**src/hdl/assert_macros.svh**
```systemverilog
// Assertion macros for the I2C byte engine RTL.
// Depends on a clock named clk and an active-low reset named rst_n in scope.
`ifndef ASSERT_MACROS_SVH
`define ASSERT_MACROS_SVH

// Checked on every rising edge outside reset.
`define ASSERT_CLK(label, prop, msg) \
  label: assert property (@(posedge clk) disable iff (!rst_n) (prop)) else $error(msg);

// Checked on every rising edge, reset included.
`define ASSERT_ALWAYS(label, prop, msg) \
  label: assert property (@(posedge clk) (prop)) else $error(msg);

`endif

```
**src/hdl/ibe_pkg.sv**
```systemverilog
// Shared types and constants for the I2C master byte engine.
// No dependencies.
package ibe_pkg;

  localparam int TICK_W = 16;

  localparam logic [1:0] CMD_START = 2'd0;
  localparam logic [1:0] CMD_STOP  = 2'd1;
  localparam logic [1:0] CMD_WRITE = 2'd2;
  localparam logic [1:0] CMD_READ  = 2'd3;

  localparam logic [TICK_W-1:0] PHASE_TICKS_RESET = 16'd100;

  typedef struct packed {
    logic       cmd_valid;
    logic [1:0] command;
    logic [7:0] write_byte;
    logic       send_nack;
    logic       sda_in;
  } in_item_t;

  typedef struct packed {
    logic       scl_drive_low;
    logic       sda_drive_low;
    logic       busy_res;
    logic       done_res;
    logic [7:0] read_data;
    logic       ack_ok;
  } out_item_t;

  typedef enum logic [2:0] {
    OP_NONE,
    OP_START,
    OP_STOP,
    OP_WRITE,
    OP_READ
  } op_t;

  typedef struct packed {
    op_t        op;
    logic [7:0] write_byte;
    logic       send_nack;
    logic       sda_in;
  } q_entry_t;

endpackage

```
**src/hdl/ibe_front.sv**
```systemverilog
// Front end: takes input ticks and decodes the command field into an op.
// Depends on ibe_pkg.
module ibe_front (
  input  ibe_pkg::in_item_t in_data,
  input  logic              in_valid,
  output logic              in_stall,
  input  logic              q_full,
  output logic              q_push,
  output ibe_pkg::q_entry_t q_wdata
);
  import ibe_pkg::*;

  op_t op;

  always_comb begin
    if (!in_data.cmd_valid) begin
      op = OP_NONE;
    end else begin
      unique case (in_data.command)
        CMD_START: op = OP_START;
        CMD_STOP:  op = OP_STOP;
        CMD_WRITE: op = OP_WRITE;
        CMD_READ:  op = OP_READ;
        default:   op = OP_NONE;
      endcase
    end
  end

  assign in_stall           = q_full;
  assign q_push             = in_valid && !q_full;
  assign q_wdata.op         = op;
  assign q_wdata.write_byte = in_data.write_byte;
  assign q_wdata.send_nack  = in_data.send_nack;
  assign q_wdata.sda_in     = in_data.sda_in;

endmodule

```
**src/hdl/ibe_queue.sv**
```systemverilog
// Short FIFO of decoded ticks between the front end and the sequencer.
// Depends on ibe_pkg.
module ibe_queue #(
  parameter int DEPTH = 4
) (
  input  logic              clk,
  input  logic              rst_n,
  input  logic              push,
  input  ibe_pkg::q_entry_t wdata,
  input  logic              pop,
  output logic              full,
  output logic              not_empty,
  output ibe_pkg::q_entry_t rdata
);
  import ibe_pkg::*;

  localparam int PW = (DEPTH > 1) ? $clog2(DEPTH) : 1;
  localparam int CW = $clog2(DEPTH + 1);
  localparam logic [PW-1:0] LAST = PW'(DEPTH - 1);
  localparam logic [CW-1:0] FULL_CNT = CW'(DEPTH);

  q_entry_t      slot_r [DEPTH];
  logic [PW-1:0] wr_ptr_r, wr_ptr_nxt;
  logic [PW-1:0] rd_ptr_r, rd_ptr_nxt;
  logic [CW-1:0] cnt_r, cnt_nxt;

  assign full      = (cnt_r == FULL_CNT);
  assign not_empty = (cnt_r != '0);
  assign rdata     = slot_r[rd_ptr_r];

  always_comb begin
    wr_ptr_nxt = wr_ptr_r;
    rd_ptr_nxt = rd_ptr_r;
    cnt_nxt    = cnt_r;
    if (push) begin
      wr_ptr_nxt = (wr_ptr_r == LAST) ? '0 : wr_ptr_r + PW'(1);
    end
    if (pop) begin
      rd_ptr_nxt = (rd_ptr_r == LAST) ? '0 : rd_ptr_r + PW'(1);
    end
    if (push && !pop) begin
      cnt_nxt = cnt_r + CW'(1);
    end else if (pop && !push) begin
      cnt_nxt = cnt_r - CW'(1);
    end
  end

  always_ff @(posedge clk) begin
    if (!rst_n) begin
      wr_ptr_r <= '0;
      rd_ptr_r <= '0;
      cnt_r    <= '0;
    end else begin
      wr_ptr_r <= wr_ptr_nxt;
      rd_ptr_r <= rd_ptr_nxt;
      cnt_r    <= cnt_nxt;
    end
  end

  always_ff @(posedge clk) begin
    if (push) begin
      slot_r[wr_ptr_r] <= wdata;
    end
  end

endmodule

```
**src/hdl/ibe_back.sv**
```systemverilog
// Back end: bus phase sequencer, one tick per popped entry, and the result register.
// Depends on ibe_pkg.
module ibe_back (
  input  logic                           clk,
  input  logic                           rst_n,
  input  logic                           cfg_we,
  input  logic [ibe_pkg::TICK_W-1:0]     cfg_wdata,
  input  logic                           q_valid,
  input  ibe_pkg::q_entry_t              q_rdata,
  output logic                           q_pop,
  output logic                           out_valid,
  input  logic                           out_stall,
  output ibe_pkg::out_item_t             out_data
);
  import ibe_pkg::*;

  typedef enum logic [4:0] {
    PH_IDLE, PH_START1, PH_START2, PH_START3, PH_START4,
    PH_STOP1, PH_STOP2, PH_STOP3, PH_STOP4,
    PH_WR_BIT, PH_WR_LOW, PH_WR_ACK, PH_WR_END,
    PH_RD_BIT, PH_RD_LOW, PH_RD_ACK, PH_RD_END
  } phase_t;

  phase_t            phase_r, phase_nxt;
  logic [3:0]        bit_cnt_r, bit_cnt_nxt;
  logic [7:0]        shift_r, shift_nxt;
  logic [TICK_W-1:0] timer_r, timer_nxt;
  logic              scl_r, scl_nxt;
  logic              sda_r, sda_nxt;
  logic              ack_r, ack_nxt;
  logic              nack_r, nack_nxt;
  logic [7:0]        rd_hold_r, rd_hold_nxt;
  logic              done_nxt;
  logic [TICK_W-1:0] ticks_r;
  logic [TICK_W-1:0] reload;
  logic              out_valid_r, out_valid_nxt;
  out_item_t         out_data_r;
  logic              fire;

  // A zero phase length behaves as one tick.
  assign reload = (ticks_r == '0) ? '0 : ticks_r - TICK_W'(1);

  assign fire  = q_valid && (!out_valid_r || !out_stall);
  assign q_pop = fire;

  always_comb begin
    phase_nxt   = phase_r;
    bit_cnt_nxt = bit_cnt_r;
    shift_nxt   = shift_r;
    timer_nxt   = timer_r;
    scl_nxt     = scl_r;
    sda_nxt     = sda_r;
    ack_nxt     = ack_r;
    nack_nxt    = nack_r;
    rd_hold_nxt = rd_hold_r;
    done_nxt    = 1'b0;
    if (phase_r == PH_IDLE) begin
      if (q_rdata.op != OP_NONE) begin
        bit_cnt_nxt = '0;
        timer_nxt   = reload;
      end
      unique case (q_rdata.op)
        OP_START: begin
          sda_nxt   = 1'b0;
          phase_nxt = PH_START1;
        end
        OP_STOP: begin
          sda_nxt   = 1'b1;
          phase_nxt = PH_STOP1;
        end
        OP_WRITE: begin
          shift_nxt = q_rdata.write_byte;
          sda_nxt   = ~q_rdata.write_byte[7];
          scl_nxt   = 1'b0;
          phase_nxt = PH_WR_BIT;
        end
        OP_READ: begin
          shift_nxt = '0;
          nack_nxt  = q_rdata.send_nack;
          sda_nxt   = 1'b0;
          scl_nxt   = 1'b0;
          phase_nxt = PH_RD_BIT;
        end
        default: ;
      endcase
    end else if (timer_r != '0) begin
      timer_nxt = timer_r - TICK_W'(1);
    end else begin
      // End of phase: sample where needed and advance.
      timer_nxt = reload;
      unique case (phase_r)
        PH_START1: begin scl_nxt = 1'b0; phase_nxt = PH_START2; end
        PH_START2: begin sda_nxt = 1'b1; phase_nxt = PH_START3; end
        PH_START3: begin scl_nxt = 1'b1; phase_nxt = PH_START4; end
        PH_STOP1:  begin scl_nxt = 1'b0; phase_nxt = PH_STOP2; end
        PH_STOP2:  begin sda_nxt = 1'b0; phase_nxt = PH_STOP3; end
        PH_STOP3:  begin scl_nxt = 1'b1; phase_nxt = PH_STOP4; end
        PH_WR_BIT: begin
          shift_nxt   = {shift_r[6:0], 1'b0};
          bit_cnt_nxt = bit_cnt_r + 4'd1;
          scl_nxt     = 1'b1;
          phase_nxt   = PH_WR_LOW;
        end
        PH_WR_LOW: begin
          scl_nxt = 1'b0;
          if (bit_cnt_r[3]) begin
            sda_nxt   = 1'b0;
            phase_nxt = PH_WR_ACK;
          end else begin
            sda_nxt   = ~shift_r[7];
            phase_nxt = PH_WR_BIT;
          end
        end
        PH_WR_ACK: begin
          ack_nxt   = ~q_rdata.sda_in;
          scl_nxt   = 1'b1;
          phase_nxt = PH_WR_END;
        end
        PH_RD_BIT: begin
          shift_nxt   = {shift_r[6:0], q_rdata.sda_in};
          bit_cnt_nxt = bit_cnt_r + 4'd1;
          scl_nxt     = 1'b1;
          phase_nxt   = PH_RD_LOW;
        end
        PH_RD_LOW: begin
          scl_nxt = 1'b0;
          if (bit_cnt_r[3]) begin
            sda_nxt   = ~nack_r;
            phase_nxt = PH_RD_ACK;
          end else begin
            sda_nxt   = 1'b0;
            phase_nxt = PH_RD_BIT;
          end
        end
        PH_RD_ACK: begin scl_nxt = 1'b1; phase_nxt = PH_RD_END; end
        PH_RD_END: begin
          rd_hold_nxt = shift_r;
          sda_nxt     = 1'b1;
          phase_nxt   = PH_IDLE;
          done_nxt    = 1'b1;
        end
        PH_WR_END: begin
          sda_nxt   = 1'b1;
          phase_nxt = PH_IDLE;
          done_nxt  = 1'b1;
        end
        default: begin
          phase_nxt = PH_IDLE;
          done_nxt  = 1'b1;
        end
      endcase
    end
  end

  // Hold the result while stalled, drop it once taken.
  assign out_valid_nxt = fire || (out_valid_r && out_stall);

  always_ff @(posedge clk) begin
    if (!rst_n) begin
      phase_r     <= PH_IDLE;
      bit_cnt_r   <= '0;
      shift_r     <= '0;
      timer_r     <= '0;
      scl_r       <= 1'b0;
      sda_r       <= 1'b0;
      ack_r       <= 1'b0;
      nack_r      <= 1'b0;
      rd_hold_r   <= '0;
      ticks_r     <= PHASE_TICKS_RESET;
      out_valid_r <= 1'b0;
    end else begin
      if (cfg_we) begin
        ticks_r <= cfg_wdata;
      end
      if (fire) begin
        phase_r   <= phase_nxt;
        bit_cnt_r <= bit_cnt_nxt;
        shift_r   <= shift_nxt;
        timer_r   <= timer_nxt;
        scl_r     <= scl_nxt;
        sda_r     <= sda_nxt;
        ack_r     <= ack_nxt;
        nack_r    <= nack_nxt;
        rd_hold_r <= rd_hold_nxt;
      end
      out_valid_r <= out_valid_nxt;
    end
  end

  always_ff @(posedge clk) begin
    if (fire) begin
      out_data_r.scl_drive_low <= scl_nxt;
      out_data_r.sda_drive_low <= sda_nxt;
      out_data_r.busy_res      <= (phase_nxt != PH_IDLE);
      out_data_r.done_res      <= done_nxt;
      out_data_r.read_data     <= rd_hold_nxt;
      out_data_r.ack_ok        <= ack_nxt;
    end
  end

  assign out_valid = out_valid_r;
  assign out_data  = out_data_r;

endmodule

```
**src/hdl/i2c_master_byte_engine.sv**
```systemverilog
// I2C master byte engine: one input transfer per bus tick, one result transfer per input.
// Each input is registered in the queue, then in the sequencer's result register.
// Throughput: 1 tick per cycle while out_stall is low; a tick steps all phase state.
// The decode queue of QUEUE_DEPTH entries absorbs output stalls before in_stall rises.
// Reset (rst_n low, synchronous): idle, SCL and SDA released, phase_ticks 100, queue empty.
// Depends on ibe_pkg, ibe_front, ibe_queue, ibe_back and assert_macros.svh.
`include "assert_macros.svh"

module i2c_master_byte_engine #(
  parameter int QUEUE_DEPTH = 4
) (
  input  logic                       clk,
  input  logic                       rst_n,
  input  logic                       cfg_we,
  input  logic [ibe_pkg::TICK_W-1:0] cfg_wdata,
  input  logic                       in_valid,
  output logic                       in_stall,
  input  ibe_pkg::in_item_t          in_data,
  output logic                       out_valid,
  input  logic                       out_stall,
  output ibe_pkg::out_item_t         out_data
);
  import ibe_pkg::*;

  logic     q_push;
  logic     q_pop;
  logic     q_full;
  logic     q_valid;
  q_entry_t q_wdata;
  q_entry_t q_rdata;

  ibe_front u_front (
    .in_data  (in_data),
    .in_valid (in_valid),
    .in_stall (in_stall),
    .q_full   (q_full),
    .q_push   (q_push),
    .q_wdata  (q_wdata)
  );

  ibe_queue #(
    .DEPTH (QUEUE_DEPTH)
  ) u_queue (
    .clk       (clk),
    .rst_n     (rst_n),
    .push      (q_push),
    .wdata     (q_wdata),
    .pop       (q_pop),
    .full      (q_full),
    .not_empty (q_valid),
    .rdata     (q_rdata)
  );

  ibe_back u_back (
    .clk       (clk),
    .rst_n     (rst_n),
    .cfg_we    (cfg_we),
    .cfg_wdata (cfg_wdata),
    .q_valid   (q_valid),
    .q_rdata   (q_rdata),
    .q_pop     (q_pop),
    .out_valid (out_valid),
    .out_stall (out_stall),
    .out_data  (out_data)
  );

  `ASSERT_CLK(a_done_not_busy, out_valid && out_data.done_res |-> !out_data.busy_res, "done with busy set")
  `ASSERT_CLK(a_no_pop_on_stall, out_valid && out_stall |-> !q_pop, "sequencer stepped while result stalled")
  `ASSERT_ALWAYS(a_pop_needs_entry, q_pop |-> q_valid, "pop from empty queue")

endmodule

```
**config.mk**
```make
export PLATFORM = sky130hd
export DESIGN_NAME = i2c_master_byte_engine
export DESIGN_NICKNAME = d
export VERILOG_FILES = /design/src/hdl/ibe_pkg.sv /design/src/hdl/ibe_front.sv /design/src/hdl/ibe_queue.sv /design/src/hdl/ibe_back.sv /design/src/hdl/i2c_master_byte_engine.sv
export VERILOG_INCLUDE_DIRS = /design/src /design/src/hdl
export SDC_FILE = /design/constraint.sdc
export NUM_CORES = 1
export LEC_CHECK = 0
export BUFFER_PORTS_ARGS = -buffer_cell sky130_fd_sc_hd__clkbuf_2
export CAP_MARGIN = 20
export CORE_UTILIZATION = 35
export DETAILED_ROUTE_END_ITERATION = 10
export GPL_TIMING_DRIVEN = 0
export PLACE_DENSITY = 0.55
export SETUP_SLACK_MARGIN = 0.5
export SLEW_MARGIN = 0
export SYNTH_ARGS = -nofsm -noshare
export SYNTH_HDL_FRONTEND = slang
export SYNTH_SLANG_ARGS = --single-unit
```
**constraint.sdc**
```tcl
create_clock -name clk -period 2.24 [get_ports clk]
set_input_delay 0.448 -clock clk [delete_from_list [all_inputs] [get_ports clk]]
set_output_delay 0.448 -clock clk [all_outputs]
set_load 0.05 [all_outputs]
```
==> metrics.csv <==
stage,metric,value,unit
placed_design,portBuffers,47,
synthesis,ys_warn_count,0,
routing,routed_wl,17900,um
floorplanning,die_area,18900,um2
run_status,status,finished with violations,
setup_path,critPathCaptureType,flop,
setup_path,crit_path_start_kind,flop,
layout,fin_util,0.500,
layout,diodes,0,
timing,skew,0.0109,ns
placed_design,routabilityCongestion,0.869,
clocking,path_clk_slew,0.07,ns
power_and_ir_drop,combPwrFrac,0.526,
run_status,violations,setup timing,
power_and_ir_drop,seq_power_share,0.263,
timing,relSlewSlack,0.481,
grt,grt_pass1_vias,5267,
setup_path,slowest_delay,0.41,ns
synthesis,synth_top_area_cell,edfxtp_1,
min_path,min_from,in_data[2],
synthesis,synth_ff_type,dfxtp_1,
timing,hold_violations,0,
routing,routed_via_density,5.52,
floorplanning,io_pins,49,
floorplanning,coreArea,18000,um2
layout,drive_gt1_frac,0.411,
power_and_ir_drop,switching_share,0.418,
routing,ant_nets,0,
timing,worst_slew_pin_slew,0.778,ns
floorplanning,start_util,0.357,
grt,grt_usage,0.197,
setup_path,reg2reg_depth,9,
grt,grt-ovfl-total,0,
floorplanning,chipHeight,137,um
setup_path,crit_start,u_back.timer_r[0]$_SDFFE_PN0P_,
timing,finalSetupTns,-1.29,ns
routing,vias,5341,
synthesis,netlist_top_cells_count,"71 x dfxtp_1, 65 x edfxtp_1, 62 x nor2_1",
synthesis,avgSynthCellArea,10.8,um2
setup_path,cp_num_buf_inv,2,
synthesis,synth_top_area_frac,0.305,
power_and_ir_drop,internal-power,0.00790,W
clocking,ctsHoldBuffers,0,
routing,wl_per_cell,18.5,um
power_and_ir_drop,ir_drop,0.636,mV
setup_path,crit_arrival,2.54,ns
min_path,hold_end,u_queue.slot_r[3][2]$_DFFE_PP_,
setup_path,path_class,reg2reg,
synthesis,syn-cell-area,6410,um2
synthesis,syn_inst,594,
routing,drt_iter0_drc,295,
placed_design,dpl.hpwl,11300,um
timing,slew_viol_final,0,
clocking,cts_num_sinks,136,
timing,finalSetupViolCount,20,
flow_run,cap_violations,0,
placed_design,place_area,7230,um2
min_path,hold_class,in2reg,
power_and_ir_drop,pwr-share-clk,0.211,
grt,grt_max_degree,22,
clocking,cts-buffers-inserted,17,
synthesis,ys_types,68,
layout,fillerInstances,1543,
placed_design,post-place-ws,-0.378,ns
timing,rsz0062_at_grt,true,
synthesis,synth.most_common_cell,dfxtp_1,
clocking,htreeDepth,4,
power_and_ir_drop,p_per_area,1510,nW/um2
floorplanning,num_rows,49,
layout,final_cell_area,8980,um2
power_and_ir_drop,leakage,3.31,nW
setup_path,r2r_end,u_back.out_data[10]$_DFFE_PP_,
setup_path,crit_chain,inv_2 > ha_4 > or3b_4 > buf_6 > nor3_4 > nand3_4 > a211o_1 > a311oi_2 > nand3_1,
routing,dr.pass1.iters,7,
min_path,hold_path_depth,1,
floorplanning,die_x,137,um
timing,finalCriticalPeriod,2.36,ns
synthesis,ys_top_cells_by_area,"edfxtp_1 30%, dfxtp_1 22%, mux2i_1 5.0%",
synthesis,yosysSeqAreaShare,0.526,
grt,grt_pass1_wl,27500,um
clocking,clockBufferDepth,2,
setup_path,cp_slowest_cell,or3b_4,
setup_path,cp_max_fo,3,
synthesis,async_reset_ff_frac,0,
synthesis,synth-seq-cells,136,
timing,max_freq,423,MHz
setup_path,reg2reg_slack,-0.12,ns
setup_path,crit_family,simple AND/OR/NAND/NOR gates,
layout,nNetsFinal,771,
clocking,clk_latency,0.43,ns
timing,setup_ws,-0.125,ns
layout,syn_to_final_growth,40.1,%
synthesis,synthesis.nets,640,
power_and_ir_drop,switchingPower,0.00567,W
timing,holdWs,0.227,ns
setup_path,critical_path_required,2.41,ns
grt,antenna_found_initial,0,
routing,drc,0,
clocking,cts-root-buf,clkbuf_16,
setup_path,r2r-start,u_back.timer_r[0]$_SDFFE_PN0P_,
synthesis,synth_edf_count,65,
clocking,cts_tree,built,
timing,timing.final.crit_share,1.06,
==> power by group through the flow <==
stage | combinational, W | sequential [W] | clock (W)
2_1_floorplan | 0.00318 | 0.00387 | 0
3_3_place_gp | 0.00462 | 0.00358 | 0
3_5_place_dp | 0.00464 | 0.00359 | 0
4_1_cts | 0.00642 | 0.00356 | 0.00291
5_1_grt | 0.00756 | 0.00363 | 0.00302
6_report | 0.00714 | 0.00357 | 0.00286
==> cells by family after synthesis <==
kind of cell / synth area share
AOI/OAI and AO/OA: 0.127
muxes: 0.110
DFF: 0.526
adders and majority gates: 0.0246
xor gates and xnor gates: 0.0137
buffers and inverters: 0.0349
and+or+nand+nor: 0.164
==> metal layers <==
metal	vias up	track usage	wire length, um
li1	2507	-	-
met2	152	0.337	9070
met4	0	0.104	563
met1	2643	0.234	7620
met5	-	0	0
met3	39	0.0372	683
==> repair_timing <==
action | in CTS | in global routing
buffers inserted | 44 | 17
cloned | 4 | 0
setup endpoints to repair | 75 | 76
gates resized for setup | 109 | 40
pin swaps | 30 | 45
==> cell type report <==
type                            count  area [um2]  share of cell area
Clock buffer                       17         425              0.0474
Multi-Input combinational cell    407        3500               0.389
Tap cell                          229         287              0.0319
Clock inverter                     15         184              0.0205
Inverter                           17        66.3             0.00739
Timing Repair Buffer              112         850              0.0946
Sequential cell                   136        3390               0.378
Buffer                             34         275              0.0307
==> sequential cells by signal, indices dropped and copies added (netlist names), named ones only <==
register / cells
u_back.ack_r: 1
u_back.bit_cnt_r: 4
u_back.nack_r: 1
u_back.out_data: 13
u_back.out_valid: 1
u_back.phase_r: 5
u_back.rd_hold_r: 8
u_back.scl_r: 1
u_back.sda_r: 1
u_back.shift_r: 8
u_back.ticks_r: 16
u_back.timer_r: 16
u_queue.cnt_r: 3
u_queue.rd_ptr_r: 2
u_queue.slot_r: 52
u_queue.wr_ptr_r: 2
==> layout by cell type, fill, tap and decap left out, types with 5 or more instances in the layout <==
cell and n:
mux2i_1 32, buf_12 5, and2_1 6, a21oi_1 32, clkbuf_16 17, mux4_2 13
dfxtp_1 62, nand2_1 30, mux2_4 8, ha_1 9, o21ai_1 9, nor2_1 57
inv_1 11, xnor2_1 8, clkbuf_1 13, dfxtp_2 5, nand3_1 8, nor4_4 5
inv_8 6, edfxtp_1 65, a221oi_2 9, o21ai_2 7, o21ai_0 14, nor3_1 21
a21oi_2 15, buf_6 27, clkbuf_2 49, buf_4 42, nand4_1 8, inv_2 5
==> worst register-to-register path: cells and delay by family, from the launching register on <==
| kind | cells | cell delay (ns) |
|---|---|---|
| adders and majority gates | 1 | 0.14 |
| buffers and inverters | 2 | 0.21 |
| DFF | 1 | 0.33 |
| AOI/OAI and AO/OA | 2 | 0.54 |
| and+or+nand+nor | 4 | 0.88 |
==> worst max path at each step <==
stage	to	slack, ns	cells after the start
global route	u_back.out_data[10]$_DFFE_PP_	-0.19	9
global placement	u_back.timer_r[9]$_SDFFE_PN0P_	-0.33	8
detailed placement	u_back.timer_r[9]$_SDFFE_PN0P_	-0.38	7
CTS	u_back.rd_hold_r[3]$_SDFFE_PN0P_	-0.09	10
finish	u_back.out_data[10]$_DFFE_PP_	-0.12	9
floorplan	u_queue.cnt_r[2]$_SDFFE_PN0P_	0.11	9
==> stage by stage <==
| stage | std cells | total power [W] |
|---|---|---|
| 3_3_place_gp | 870 | 0.00820 |
| 5_1_grt | 967 | 0.0142 |
| 6_report | 967 | 0.0136 |
| 3_5_place_dp | 870 | 0.00823 |
| 4_1_cts | 950 | 0.0129 |
| 2_1_floorplan | 594 | 0.00705 |
Power figures use the tool's default switching activity.
